<file path="src/rtl/dbmr_pkg.sv">
// Shared types and constants for the dedup bag with middle removal.
// No dependencies; dbmr_ctrl and the top level use this package.
`timescale 1ns / 1ps

package dbmr_pkg;

   localparam int CAPACITY_DEF    = 16;
   localparam int VALUE_WIDTH_DEF = 32;

   typedef enum logic {
      ACT_INSERT = 1'b0,
      ACT_REMOVE = 1'b1
   } action_type;

   typedef enum logic [2:0] {
      ST_INSERTED  = 3'd0,
      ST_DUPLICATE = 3'd1,
      ST_FULL      = 3'd2,
      ST_REMOVED   = 3'd3,
      ST_EMPTY     = 3'd4
   } status_type;

   typedef struct packed {
      logic               action;
      logic signed [31:0] item_value;
   } req_type;

   typedef struct packed {
      logic [2:0]         status;
      logic signed [31:0] removed_value;
      logic [4:0]         entry_count;
      logic               is_empty;
      logic               is_full;
   } rsp_type;

endpackage

</file>
<file path="src/rtl/dbmr_mem.sv">
// Entry store: one write port, one read port, registered read data.
// Depends on nothing outside this file.
`timescale 1ns / 1ps

module dbmr_mem #(
   parameter int DEPTH = 16,
   parameter int WIDTH = 32
) (
   input  logic                     clock,
   input  logic                     wr_en,
   input  logic [$clog2(DEPTH)-1:0] wr_addr,
   input  logic [WIDTH-1:0]         wr_data,
   input  logic [$clog2(DEPTH)-1:0] rd_addr,
   output logic [WIDTH-1:0]         rd_data
);

   logic [WIDTH-1:0] mem_ff [DEPTH];
   logic [WIDTH-1:0] rd_data_ff;

   always_ff @(posedge clock) begin
      if (wr_en) begin
         mem_ff[wr_addr] <= wr_data;
      end
   end

   always_ff @(posedge clock) begin
      rd_data_ff <= mem_ff[rd_addr];
   end

   assign rd_data = rd_data_ff;

endmodule

</file>
<file path="src/rtl/dbmr_ctrl.sv">
// Sequencer: duplicate scan and middle-removal shift over the entry store.
// Depends on dbmr_pkg; drives dbmr_mem ports through the top level.
`timescale 1ns / 1ps

module dbmr_ctrl #(
   parameter int CAPACITY    = dbmr_pkg::CAPACITY_DEF,
   parameter int VALUE_WIDTH = dbmr_pkg::VALUE_WIDTH_DEF
) (
   input  logic                        clock,
   input  logic                        reset,
   input  logic                        req_valid,
   output logic                        req_ready,
   input  dbmr_pkg::req_type           req_data,
   output logic                        done_valid,
   input  logic                        done_take,
   output dbmr_pkg::rsp_type           done_data,
   output logic                        mem_we,
   output logic [$clog2(CAPACITY)-1:0] mem_waddr,
   output logic [VALUE_WIDTH-1:0]      mem_wdata,
   output logic [$clog2(CAPACITY)-1:0] mem_raddr,
   input  logic [VALUE_WIDTH-1:0]      mem_rdata
);

   localparam int IW = $clog2(CAPACITY);
   localparam int CW = $clog2(CAPACITY + 1);

   typedef enum logic [3:0] {
      S_IDLE  = 4'b0001,
      S_SCAN  = 4'b0010,
      S_SHIFT = 4'b0100,
      S_DONE  = 4'b1000
   } state_type;

   state_type              state_ff, state_in;
   logic [CW-1:0]          count_ff, count_in;
   logic [CW-1:0]          rd_ptr_ff, rd_ptr_in;
   logic [CW-1:0]          wr_ptr_ff, wr_ptr_in;
   logic                   pend_ff, pend_in;
   logic                   first_ff, first_in;
   logic [VALUE_WIDTH-1:0] val_ff, val_in;
   logic [VALUE_WIDTH-1:0] removed_ff, removed_in;
   dbmr_pkg::status_type   status_ff, status_in;

   logic                   accept;
   logic                   issue;
   logic [CW-1:0]          mid_idx;
   logic [63:0]            in_ext;
   logic [63:0]            rem_ext;
   logic [CW-1:0]          count_rsp;

   assign req_ready = (state_ff == S_IDLE);
   assign accept    = req_valid && req_ready;
   assign issue     = (rd_ptr_ff < count_ff);
   assign mid_idx   = (count_ff - CW'(1)) >> 1;
   assign in_ext    = {32'd0, req_data.item_value};
   assign mem_raddr = rd_ptr_ff[IW-1:0];

   always_comb begin
      state_in   = state_ff;
      count_in   = count_ff;
      rd_ptr_in  = rd_ptr_ff;
      wr_ptr_in  = wr_ptr_ff;
      pend_in    = 1'b0;
      first_in   = first_ff;
      val_in     = val_ff;
      removed_in = removed_ff;
      status_in  = status_ff;
      mem_we     = 1'b0;
      mem_waddr  = wr_ptr_ff[IW-1:0];
      mem_wdata  = mem_rdata;
      case (state_ff)
         S_IDLE: begin
            if (accept) begin
               val_in     = in_ext[VALUE_WIDTH-1:0];
               removed_in = '0;
               pend_in    = 1'b0;
               first_in   = 1'b1;
               if (req_data.action == dbmr_pkg::ACT_INSERT) begin
                  rd_ptr_in = '0;
                  state_in  = S_SCAN;
               end else if (count_ff == '0) begin
                  status_in = dbmr_pkg::ST_EMPTY;
                  state_in  = S_DONE;
               end else begin
                  rd_ptr_in = mid_idx;
                  wr_ptr_in = mid_idx;
                  state_in  = S_SHIFT;
               end
            end
         end
         S_SCAN: begin
            pend_in   = issue;
            rd_ptr_in = issue ? rd_ptr_ff + CW'(1) : rd_ptr_ff;
            if (pend_ff && (mem_rdata == val_ff)) begin
               status_in = dbmr_pkg::ST_DUPLICATE;
               state_in  = S_DONE;
            end else if (!pend_ff && !issue) begin
               if (count_ff == CW'(CAPACITY)) begin
                  status_in = dbmr_pkg::ST_FULL;
               end else begin
                  mem_we    = 1'b1;
                  mem_waddr = count_ff[IW-1:0];
                  mem_wdata = val_ff;
                  count_in  = count_ff + CW'(1);
                  status_in = dbmr_pkg::ST_INSERTED;
               end
               state_in = S_DONE;
            end
         end
         S_SHIFT: begin
            pend_in   = issue;
            rd_ptr_in = issue ? rd_ptr_ff + CW'(1) : rd_ptr_ff;
            if (pend_ff) begin
               if (first_ff) begin
                  removed_in = mem_rdata;
                  first_in   = 1'b0;
               end else begin
                  mem_we    = 1'b1;
                  wr_ptr_in = wr_ptr_ff + CW'(1);
               end
            end else if (!issue) begin
               count_in  = count_ff - CW'(1);
               status_in = dbmr_pkg::ST_REMOVED;
               state_in  = S_DONE;
            end
         end
         S_DONE: begin
            if (done_take) begin
               state_in = S_IDLE;
            end
         end
         default: begin
            state_in = S_IDLE;
         end
      endcase
   end

   always_ff @(posedge clock) begin
      if (reset) begin
         state_ff <= S_IDLE;
         count_ff <= '0;
         pend_ff  <= 1'b0;
      end else begin
         state_ff <= state_in;
         count_ff <= count_in;
         pend_ff  <= pend_in;
      end
   end

   always_ff @(posedge clock) begin
      rd_ptr_ff  <= rd_ptr_in;
      wr_ptr_ff  <= wr_ptr_in;
      first_ff   <= first_in;
      val_ff     <= val_in;
      removed_ff <= removed_in;
      status_ff  <= status_in;
   end

   assign rem_ext    = 64'(removed_ff);
   assign count_rsp  = count_ff;
   assign done_valid = (state_ff == S_DONE);

   always_comb begin
      done_data               = '0;
      done_data.status        = status_ff;
      done_data.removed_value = rem_ext[31:0];
      done_data.entry_count   = 5'(count_rsp);
      done_data.is_empty      = (count_ff == '0);
      done_data.is_full       = (count_ff == CW'(CAPACITY));
   end

   a_count_bound: assert property (@(posedge clock) disable iff (reset)
      count_ff <= CW'(CAPACITY))
      else $error("entry count above capacity");

   a_write_state: assert property (@(posedge clock) disable iff (reset)
      mem_we |-> (state_ff == S_SCAN || state_ff == S_SHIFT))
      else $error("store written outside scan or shift");

   a_shift_order: assert property (@(posedge clock) disable iff (reset)
      (state_ff == S_SHIFT && pend_ff && !first_ff) |-> (wr_ptr_ff < rd_ptr_ff))
      else $error("shift write does not trail read");

   a_accept_busy: assert property (@(posedge clock) disable iff (reset)
      (req_valid && req_ready) |=> (state_ff != S_IDLE))
      else $error("accepted transaction did not start");

   a_done_count: assert property (@(posedge clock) disable iff (reset)
      (state_ff == S_DONE) |=> $stable(count_ff))
      else $error("count changed after result was formed");

endmodule

</file>
<file path="src/rtl/dedup_bag_middle_remove.sv">
// Top level of the dedup bag with middle removal.
// Depends on dbmr_pkg, dbmr_mem and dbmr_ctrl.
// Usage:
//   req_valid/req_ready/req_data carry one transaction: action insert or
//   remove, and item_value for an insert. rsp_valid/rsp_ready/rsp_data
//   return exactly one result per transaction, in order.
//   Entries live in a single-port-write, registered-read memory; every
//   access to the store goes through it, one entry per cycle.
//   Insert: the duplicate scan reads each stored entry once and stops
//   early when a duplicate is found; otherwise the new entry is written
//   at the end unless the store is full. Remove: the middle entry is read
//   and every later entry is moved down one place.
//   A remove on an empty store answers with the empty status and no shift.
//   One transaction is worked on at a time; req_ready is high whenever the
//   sequencer is idle, even while a previous result waits in the output
//   register. If rsp_ready is low, the finished result holds in the
//   sequencer until the output register frees.
//   Reset clears the count and the handshake state; stored entries are
//   left as they are and never read before being written.
`timescale 1ns / 1ps

module dedup_bag_middle_remove #(
   parameter int CAPACITY    = dbmr_pkg::CAPACITY_DEF,
   parameter int VALUE_WIDTH = dbmr_pkg::VALUE_WIDTH_DEF
) (
   input  logic              clock,
   input  logic              reset,
   input  logic              req_valid,
   output logic              req_ready,
   input  dbmr_pkg::req_type req_data,
   output logic              rsp_valid,
   input  logic              rsp_ready,
   output dbmr_pkg::rsp_type rsp_data
);

   localparam int IW = $clog2(CAPACITY);

   logic                   done_valid;
   logic                   done_take;
   dbmr_pkg::rsp_type      done_data;
   logic                   mem_we;
   logic [IW-1:0]          mem_waddr;
   logic [VALUE_WIDTH-1:0] mem_wdata;
   logic [IW-1:0]          mem_raddr;
   logic [VALUE_WIDTH-1:0] mem_rdata;

   logic                   rsp_valid_ff, rsp_valid_in;
   dbmr_pkg::rsp_type      rsp_data_ff;

   dbmr_ctrl #(
      .CAPACITY    (CAPACITY),
      .VALUE_WIDTH (VALUE_WIDTH)
   ) u_ctrl (
      .clock      (clock),
      .reset      (reset),
      .req_valid  (req_valid),
      .req_ready  (req_ready),
      .req_data   (req_data),
      .done_valid (done_valid),
      .done_take  (done_take),
      .done_data  (done_data),
      .mem_we     (mem_we),
      .mem_waddr  (mem_waddr),
      .mem_wdata  (mem_wdata),
      .mem_raddr  (mem_raddr),
      .mem_rdata  (mem_rdata)
   );

   dbmr_mem #(
      .DEPTH (CAPACITY),
      .WIDTH (VALUE_WIDTH)
   ) u_mem (
      .clock   (clock),
      .wr_en   (mem_we),
      .wr_addr (mem_waddr),
      .wr_data (mem_wdata),
      .rd_addr (mem_raddr),
      .rd_data (mem_rdata)
   );

   assign done_take    = done_valid && (!rsp_valid_ff || rsp_ready);
   assign rsp_valid_in = done_take || (rsp_valid_ff && !rsp_ready);

   always_ff @(posedge clock) begin
      if (reset) begin
         rsp_valid_ff <= 1'b0;
      end else begin
         rsp_valid_ff <= rsp_valid_in;
      end
   end

   always_ff @(posedge clock) begin
      if (done_take) begin
         rsp_data_ff <= done_data;
      end
   end

   assign rsp_valid = rsp_valid_ff;
   assign rsp_data  = rsp_data_ff;

endmodule
</file>
<file path="config.mk">
export PLATFORM = sky130hd
export DESIGN_NAME = dedup_bag_middle_remove
export DESIGN_NICKNAME = d
export VERILOG_FILES = /design/src/rtl/dbmr_pkg.sv /design/src/rtl/dbmr_mem.sv /design/src/rtl/dbmr_ctrl.sv /design/src/rtl/dedup_bag_middle_remove.sv
export SDC_FILE = /design/constraint.sdc
export NUM_CORES = 1
export LEC_CHECK = 0
export BUFFER_PORTS_ARGS = -buffer_cell sky130_fd_sc_hd__buf_2
export CAP_MARGIN = 20
export CORE_MARGIN = 5
export CORE_UTILIZATION = 65
export CTS_CLUSTER_DIAMETER = 50
export DETAILED_ROUTE_END_ITERATION = 7
export GPL_TIMING_DRIVEN = 0
export PLACE_DENSITY = 0.83
export SYNTH_ARGS = -nofsm -noshare
export SYNTH_HDL_FRONTEND = slang
export SYNTH_HIERARCHICAL = 1
export SYNTH_SLANG_ARGS = --single-unit
</file>
<file path="constraint.sdc">
create_clock -name clock -period 10.6 [get_ports clock]
set_input_delay 1.59 -clock clock [delete_from_list [all_inputs] [get_ports clock]]
set_output_delay 1.59 -clock clock [all_outputs]
set_load 0.02 [all_outputs]
</file>
==> impl_metrics.env, run 1 <==
export IMPL_status="finished clean"
export IMPL_postCtsSetupBuffers=0
export IMPL_synthArstFlopShare_pct=0
export IMPL_layout_drive_gt1_share_pct=28.6
export IMPL_reg2regPathDepth=13
export IMPL_grt_total_usage_pct=29.5
export IMPL_synth_seq_area_share_pct=77.6
export IMPL_die_h_um=208
export IMPL_r2r_end="u_mem/mem_ff[10][17]$_DFFE_PP_"
export IMPL_r2r_start="u_ctrl/count_ff[3]$_SDFFE_PP0P_"
export IMPL_postSynthRegisterBits=674
export IMPL_wl_met1_mm=21.4
export IMPL_die_area_sq_mm=0.0433
export IMPL_wl_mm=63.0
export IMPL_hold_depth=0
export IMPL_gp_congestion=0.829
export IMPL_rsz0062_at_grt="false"
export IMPL_swShare_pct=23.6
export IMPL_grt_max_degree=44
export IMPL_port_buffers=80
export IMPL_cts_buffers=67
export IMPL_drtIter0Drc=1890
export IMPL_cts_resized_gates=0
export IMPL_hpwlAfterDp_mm=37.4
export IMPL_antennaDiodeCount=0
export IMPL_final_setup_viol_count=0
export IMPL_ant_nets=0
export IMPL_fin_crit_sh_pct=46.6
export IMPL_root_buffer="clkbuf_16"
export IMPL_syn_area_per_cell_sq_um=20.7
export IMPL_top_layer="met5"
export IMPL_relSlewSlack_pct=26.6
export IMPL_die_w_um=208
export IMPL_yosys_warnings=6
export IMPL_drv_cap=0
export IMPL_clk_latency_ns=0.59
export IMPL_htree_levels=3
export IMPL_cts_hold_buf=0
export IMPL_endpoint="u_mem/mem_ff[10][17]$_DFFE_PP_"
export IMPL_p_seq_share_pct=51.7
export IMPL_power_density_mw_per_mm2=212
export IMPL_via_per_inst=6.79
export IMPL_clkSinkCount=674
export IMPL_end_kind="flop"
export IMPL_clk_path_buf_depth=3
export IMPL_dr_pass1_iters=5
export IMPL_tritoncts="built"
export IMPL_post_route_min_period_ns=4.94
export IMPL_layout_nets=1457
export IMPL_wl_per_cell_um=31.8
export IMPL_grt_pass1_wl_mm=91.9
export IMPL_clock_skew_ns=0.0258
export IMPL_syn_instance_count=1233
export IMPL_peakVddDrop_mv=0.190
export IMPL_synth_fp_nets=1279
export IMPL_area_growth_synth_to_final_pct=15.0
export IMPL_synth_area_leaders="edfxtp_1 (74%), mux4_2 (11%), dfxtp_1 (3.4%), a22oi_1 (1.9%), mux2_2 (1.3%)"
export IMPL_p_int_mw=4.75
export IMPL_yosys_area_top_type="edfxtp_1"
export IMPL_start_util_pct=65.9
export IMPL_hold_class="reg2reg"
export IMPL_vias=13500
export IMPL_synth_area_sq_mm=0.0255
export IMPL_synth_top_cell_area_share_pct=74.2
export IMPL_rows=72
export IMPL_ys_flop_type="edfxtp_1"
export IMPL_fin_util_pct=75.7
export IMPL_dr_wl_met2_mm=30.6
export IMPL_synthDistinctLibCells=47
export IMPL_seqCellArea_sq_mm=0.0198
export IMPL_finalWorstSetupSlack_ns=5.66
export IMPL_wl_met3_mm=7.35
export IMPL_critPathMaxStageDelay_ns=0.85
export IMPL_ioPinCount=81
export IMPL_timing_fmax_mhz=202
export IMPL_clkTransAtPathRegs_ns=0.06
export IMPL_crit_chain="buf_2 -> inv_1 -> ha_1 -> o211ai_1 -> o21ai_0 -> a21oi_1 -> or4_4 -> buf_6 -> buf_6 -> o21ai_0 -> nand2b_1 -> nor2_4 -> buf_16"
export IMPL_drcViolationCount=0
export IMPL_antenna_found_initial=1
export IMPL_dp_slack_ns=5.80
export IMPL_start_kind="flop"
export IMPL_leakagePower_nw=9.61
export IMPL_clockPowerShare_pct=37.8
export IMPL_multi_input_area_sq_mm=0.00548
export IMPL_crit_type="reg2reg"
export IMPL_finalPower_mw=6.22
export IMPL_setup_tns_ns=0
export IMPL_grt_overflow_total=0
export IMPL_drv_slew=0
export IMPL_synth_edf_count=631
export IMPL_required_ns=10.87
export IMPL_core_area_sq_mm=0.0387
export IMPL_tightest_slew_ns=1.09
export IMPL_worst_path_max_fanout=19
export IMPL_grt_pass1_vias=13900
export IMPL_netSwitchingPower_mw=1.47
export IMPL_rrSetupSlack_ns=5.66
export IMPL_n_fill_cell=1977
export IMPL_finalHoldViolations=0
export IMPL_crit_slowest_cell="nor2_4"
export IMPL_arrival_ns=5.21
export IMPL_yosysMostFrequentCell="edfxtp_1"
export IMPL_worstSetupStartpoint="u_ctrl/count_ff[3]$_SDFFE_PP0P_"
export IMPL_yosys_top_cells_count="edfxtp_1 (631), mux4_2 (128), a22oi_1 (64)"
export IMPL_pwr_share_comb_pct=10.5
-- power groups by stage --
stage | combinational, mW | sequential (mW) | clock, mW
2_1_floorplan | 0.397 | 3.25 | 0
3_3_place_gp | 0.586 | 3.26 | 0
3_5_place_dp | 0.635 | 3.27 | 0
4_1_cts | 0.648 | 3.22 | 2.37
5_1_grt | 0.694 | 3.22 | 2.49
6_report | 0.654 | 3.22 | 2.35
-- final cells by class --
cell class	instances	share of cell area (%)
sequential	674	67.5
multi-input combinational	489	18.7
inverter	11	0.141
clock inverter	23	0.772
timing repair buffer	109	2.93
clock buffer	98	6.71
buffer	59	1.02
tap	518	2.21
-- critical path, delay by kind of cell, from the launching register on --
| kind | cells | cell delay, ns |
|---|---|---|
| simple gates | 3 | 1.79 |
| buf+inv | 5 | 0.92 |
| fa+ha+maj | 1 | 0.30 |
| flops | 1 | 0.32 |
| compound gates | 4 | 1.27 |
-- sequential cells by signal (all words and copies together), names as in the netlist --
name and count:
u_mem/mem_ff 512, u_ctrl/state_ff 4, u_ctrl/first_ff 1, u_ctrl/rd_ptr_ff 5, rsp_data 42, u_mem/rd_data 32
u_ctrl/wr_ptr_ff 4, u_ctrl/count_ff 5, u_ctrl/removed_ff 32, rsp_valid 1, u_ctrl/status_ff 3, u_ctrl/val_ff 32
u_ctrl/pend_ff 1
-- placed cells by master (no fill, tap or decap), drive strengths merged, types with 2 or more instances in the layout --
cell      instances
edfxtp          631
buf             147
mux4            128
clkbuf          119
a22oi            64
nand2            53
dfxtp            43
and2             34
xnor2            33
mux2             32
nor2             31
a21oi            14
clkinv           13
xor2             12
inv              12
nand3            11
o21ai            10
ha                9
nand4             8
nand2b            8
nor3              8
clkinvlp          5
nand3b            5
bufinv            4
o22ai             4
nor4              3
and3              3
a32o              2
o211ai            2
a211oi            2
nor3b             2
nor2b             2
nor4b             2
-- layer usage --
metal	vias to the layer above	GRT usage, %
met5	-	0
met2	1047	46.9
met4	2	14.9
li1	5364	-
met1	6816	38.4
met3	227	7.83
-- per-stage QoR --
step | hold WS, ns | cells | area, sq um
detailed placement | 0.406 | 1860 | 27100
floorplan | 0.400 | 1233 | 25500
global placement | 0.402 | 1831 | 26600
CTS | 0.419 | 1981 | 29300
global route | 0.424 | 1981 | 29300
finish | 0.422 | 1981 | 29300
-- logic make-up after synthesis --
kind of cell,synth area share [%]
adder cells (fa/ha/maj),0.441
multiplexers,12.8
flip-flops,77.6
AND/OR/NAND/NOR,3.55
AO/OA/AOI/OAI,2.72
buffers and inverters,1.34
XOR/XNOR,1.54
-- how the worst min path moves through the flow --
stage,start,to,slack [ns]
after floorplan,u_ctrl/removed_ff[3]$_SDFFCE_PN0P_,rsp_data[10]$_DFFE_PP_,0.40
after global placement,u_ctrl/removed_ff[7]$_SDFFCE_PN0P_,rsp_data[14]$_DFFE_PP_,0.40
after detailed placement,u_ctrl/removed_ff[16]$_SDFFCE_PN0P_,rsp_data[23]$_DFFE_PP_,0.41
after CTS,u_ctrl/status_ff[1]$_DFFE_PP_,rsp_data[40]$_DFFE_PP_,0.42
after global routing,u_ctrl/removed_ff[11]$_SDFFCE_PN0P_,rsp_data[18]$_DFFE_PP_,0.42
final,u_ctrl/removed_ff[8]$_SDFFCE_PN0P_,rsp_data[15]$_DFFE_PP_,0.42
Note: power is estimated with default switching activity, not from simulation.
==> run 2, diff against run 1 <==
--- a/config.mk
+++ b/config.mk
@@ -8,11 +8,11 @@
 export BUFFER_PORTS_ARGS = -buffer_cell sky130_fd_sc_hd__buf_2
 export CAP_MARGIN = 20
 export CORE_MARGIN = 5
-export CORE_UTILIZATION = 65
+export CORE_UTILIZATION = 61
 export CTS_CLUSTER_DIAMETER = 50
 export DETAILED_ROUTE_END_ITERATION = 7
 export GPL_TIMING_DRIVEN = 0
-export PLACE_DENSITY = 0.83
+export PLACE_DENSITY = 0.78
 export SYNTH_ARGS = -nofsm -noshare
 export SYNTH_HDL_FRONTEND = slang
 export SYNTH_HIERARCHICAL = 1
==> constraint.sdc (replaced) <==
create_clock -name clock -period 4.9 [get_ports clock]
set_input_delay 0.735 -clock clock [delete_from_list [all_inputs] [get_ports clock]]
set_output_delay 0.735 -clock clock [all_outputs]
set_load 0.02 [all_outputs]
==> run 2 against run 1 <==
Compared with the run above: critical path type unchanged; first-iteration DRC count increased by 0.42%; die area up 6.2%; sequential share of layout area fell by 0.22 points; setup slack worse by 5.5 ns; via count decreased by 1.4%; flip-flop and latch count is the same; clock-buffer cell count decreased by 14; clock skew increased by 0.0087 ns; critical path depth increased by 1; sequential power increased by 120%; critical endpoint is now u_mem/mem_ff[11][17]$_DFFE_PP_; clock power is 110% higher.
==> impl_metrics.env, run 2 (same netlist as run 1, synthesis figures left out) <==
export IMPL_hold_depth=1
export IMPL_fin_util_pct=70.6
export IMPL_wl_mm=62.1
export IMPL_hp_start="req_data[2]"
export IMPL_grt_overflow_total=0
export IMPL_start_kind="flop"
export IMPL_port_buffers=80
export IMPL_rows=75
export IMPL_area_growth_synth_to_final_pct=15.3
export IMPL_clock_skew_ns=0.0345
export IMPL_dr_pass1_iters=6
export IMPL_hold_path_endpoint="u_ctrl/val_ff[2]$_DFFE_PP_"
export IMPL_drtIter0Drc=1898
export IMPL_root_buffer="clkbuf_16"
export IMPL_start_util_pct=61.3
export IMPL_cts_buffers=68
export IMPL_ioPinCount=81
export IMPL_peakVddDrop_mv=0.396
export IMPL_fin_crit_sh_pct=96.1
export IMPL_clkTransAtPathRegs_ns=0.05
export IMPL_finalHoldViolations=0
export IMPL_vias=13300
export IMPL_arrival_ns=4.97
export IMPL_die_h_um=215
export IMPL_post_route_min_period_ns=4.71
export IMPL_tritoncts="built"
export IMPL_required_ns=5.16
export IMPL_clkSinkCount=674
export IMPL_layout_nets=1458
export IMPL_die_w_um=215
export IMPL_critPathMaxStageDelay_ns=0.84
export IMPL_via_per_inst=6.63
export IMPL_drcViolationCount=0
export IMPL_end_kind="flop"
export IMPL_clk_latency_ns=0.58
export IMPL_cts_hold_buf=0
export IMPL_wl_per_cell_um=31.0
export IMPL_ant_nets=0
export IMPL_final_setup_viol_count=0
export IMPL_grt_pass1_wl_mm=90.5
export IMPL_r2r_start="u_ctrl/count_ff[3]$_SDFFE_PP0P_"
export IMPL_tightest_slew_ns=1.08
export IMPL_layout_common_cells="edfxtp_1 (631), mux4_2 (128), buf_2 (94), clkbuf_16 (71), a22oi_1 (64)"
export IMPL_grt_pass1_vias=13600
export IMPL_max_flop_register="u_mem/mem_ff"
export IMPL_grt_max_degree=44
export IMPL_rrSetupSlack_ns=0.19
export IMPL_worst_path_max_fanout=20
export IMPL_path_delay_family="simple AND/OR/NAND/NOR gates"
export IMPL_fin_area_sq_mm=0.0294
export IMPL_crit_buf_inv=6
export IMPL_hpwlAfterDp_mm=37.9
export IMPL_hold_class="in2reg"
export IMPL_antennaDiodeCount=0
export IMPL_die_area_sq_mm=0.0460
export IMPL_core_area_sq_mm=0.0417
export IMPL_largest_reg_flops=512
export IMPL_r2r_end="u_mem/mem_ff[11][17]$_DFFE_PP_"
export IMPL_finalPower_mw=13.2
export IMPL_crit_chain="buf_2 -> inv_1 -> ha_1 -> o211ai_1 -> o21ai_0 -> a21oi_1 -> or4_4 -> buf_6 -> buf_6 -> o21ai_1 -> buf_2 -> nand2_1 -> nor2_4 -> buf_16"
export IMPL_antenna_found_initial=0
export IMPL_layout_drive_gt1_share_pct=28.8
export IMPL_status="finished clean"
export IMPL_crit_slowest_cell="nor2_4"
export IMPL_htree_levels=3
export IMPL_crit_type="reg2reg"
export IMPL_rsz0062_at_grt="false"
export IMPL_drv_slew=0
export IMPL_leakagePower_nw=9.68
export IMPL_reg2regPathDepth=14
export IMPL_drv_cap=0
export IMPL_timing_fmax_mhz=212
export IMPL_clk_path_buf_depth=3
export IMPL_dpl_instance_area_sq_mm=0.0273
export IMPL_gp_congestion=0.816
export IMPL_grt_total_usage_pct=26.9
export IMPL_final_common_cell="edfxtp_1"
export IMPL_relSlewSlack_pct=27.8
export IMPL_power_density_mw_per_mm2=450
[run 2: final cells by class]
cell class                      instances  area (sq um)
Buffer                                 59           302
Clock buffer                           84          1870
Clock inverter                         36           235
Fill cell                            2391         12200
Inverter                               11          41.3
Multi-Input combinational cell        490          5520
Sequential cell                       674         19800
Tap cell                              539           674
Timing Repair Buffer                  108           988
[run 2: where the power goes]
group | total, mW | leakage, nW | internal (mW) | switching, mW
combinational | 1.41 | 2.56 | 0.480 | 0.928
sequential | 6.95 | 6.09 | 6.80 | 0.149
clock | 4.88 | 1.04 | 2.81 | 2.07
[run 2: worst max-delay path by stage]
stage	depth (start not counted)	end	startpoint	slack, ns
6_report	14	u_mem/mem_ff[11][17]$_DFFE_PP_	u_ctrl/count_ff[3]$_SDFFE_PP0P_	0.19
3_3_place_gp	12	u_mem/mem_ff[11][18]$_DFFE_PP_	u_ctrl/count_ff[3]$_SDFFE_PP0P_	-1.87
5_1_grt	14	u_mem/mem_ff[8][4]$_DFFE_PP_	u_ctrl/count_ff[3]$_SDFFE_PP0P_	0.08
3_5_place_dp	14	u_mem/mem_ff[11][18]$_DFFE_PP_	u_ctrl/count_ff[3]$_SDFFE_PP0P_	0.05
4_1_cts	14	u_mem/mem_ff[11][17]$_DFFE_PP_	u_ctrl/count_ff[3]$_SDFFE_PP0P_	0.02
2_1_floorplan	12	u_mem/mem_ff[7][0]$_DFFE_PP_	u_ctrl/count_ff[3]$_SDFFE_PP0P_	0.36
[run 2: layer usage]
layer | GRT usage, % | routed length [um]
met3 | 6.33 | 6630
met4 | 9.13 | 2090
met5 | 0 | 0
met1 | 36.1 | 22600
met2 | 44.5 | 30800
[run 2: stage by stage]
| step | hold WS [ns] | setup TNS [ns] | instances | setup slack, ns |
|---|---|---|---|---|
| 3_3_place_gp | 0.401 | -745.70 | 1852 | -1.87 |
| 4_1_cts | 0.303 | 0 | 1997 | 0.0169 |
| 2_1_floorplan | 0.400 | 0 | 1233 | 0.360 |
| 3_5_place_dp | 0.405 | 0 | 1877 | 0.0475 |
| 6_report | 0.327 | 0 | 2001 | 0.192 |
| 5_1_grt | 0.320 | 0 | 2001 | 0.0752 |
[run 2: worst reg2reg max path, delay by kind of cell (launching register included)]
kind / cells / cell delay (ns)
AOI/OAI and AO/OA: 4 / 0.93
adders and majority gates: 1 / 0.31
buffers and inverters: 6 / 1.23
DFF: 1 / 0.33
and+or+nand+nor: 3 / 1.57
[run 2: timing repair]
action,CTS,global route
buffers inserted,0,3
pin swaps,1,3
setup endpoints to repair,2,35
gates cloned,0,1
gates resized for setup,0,5
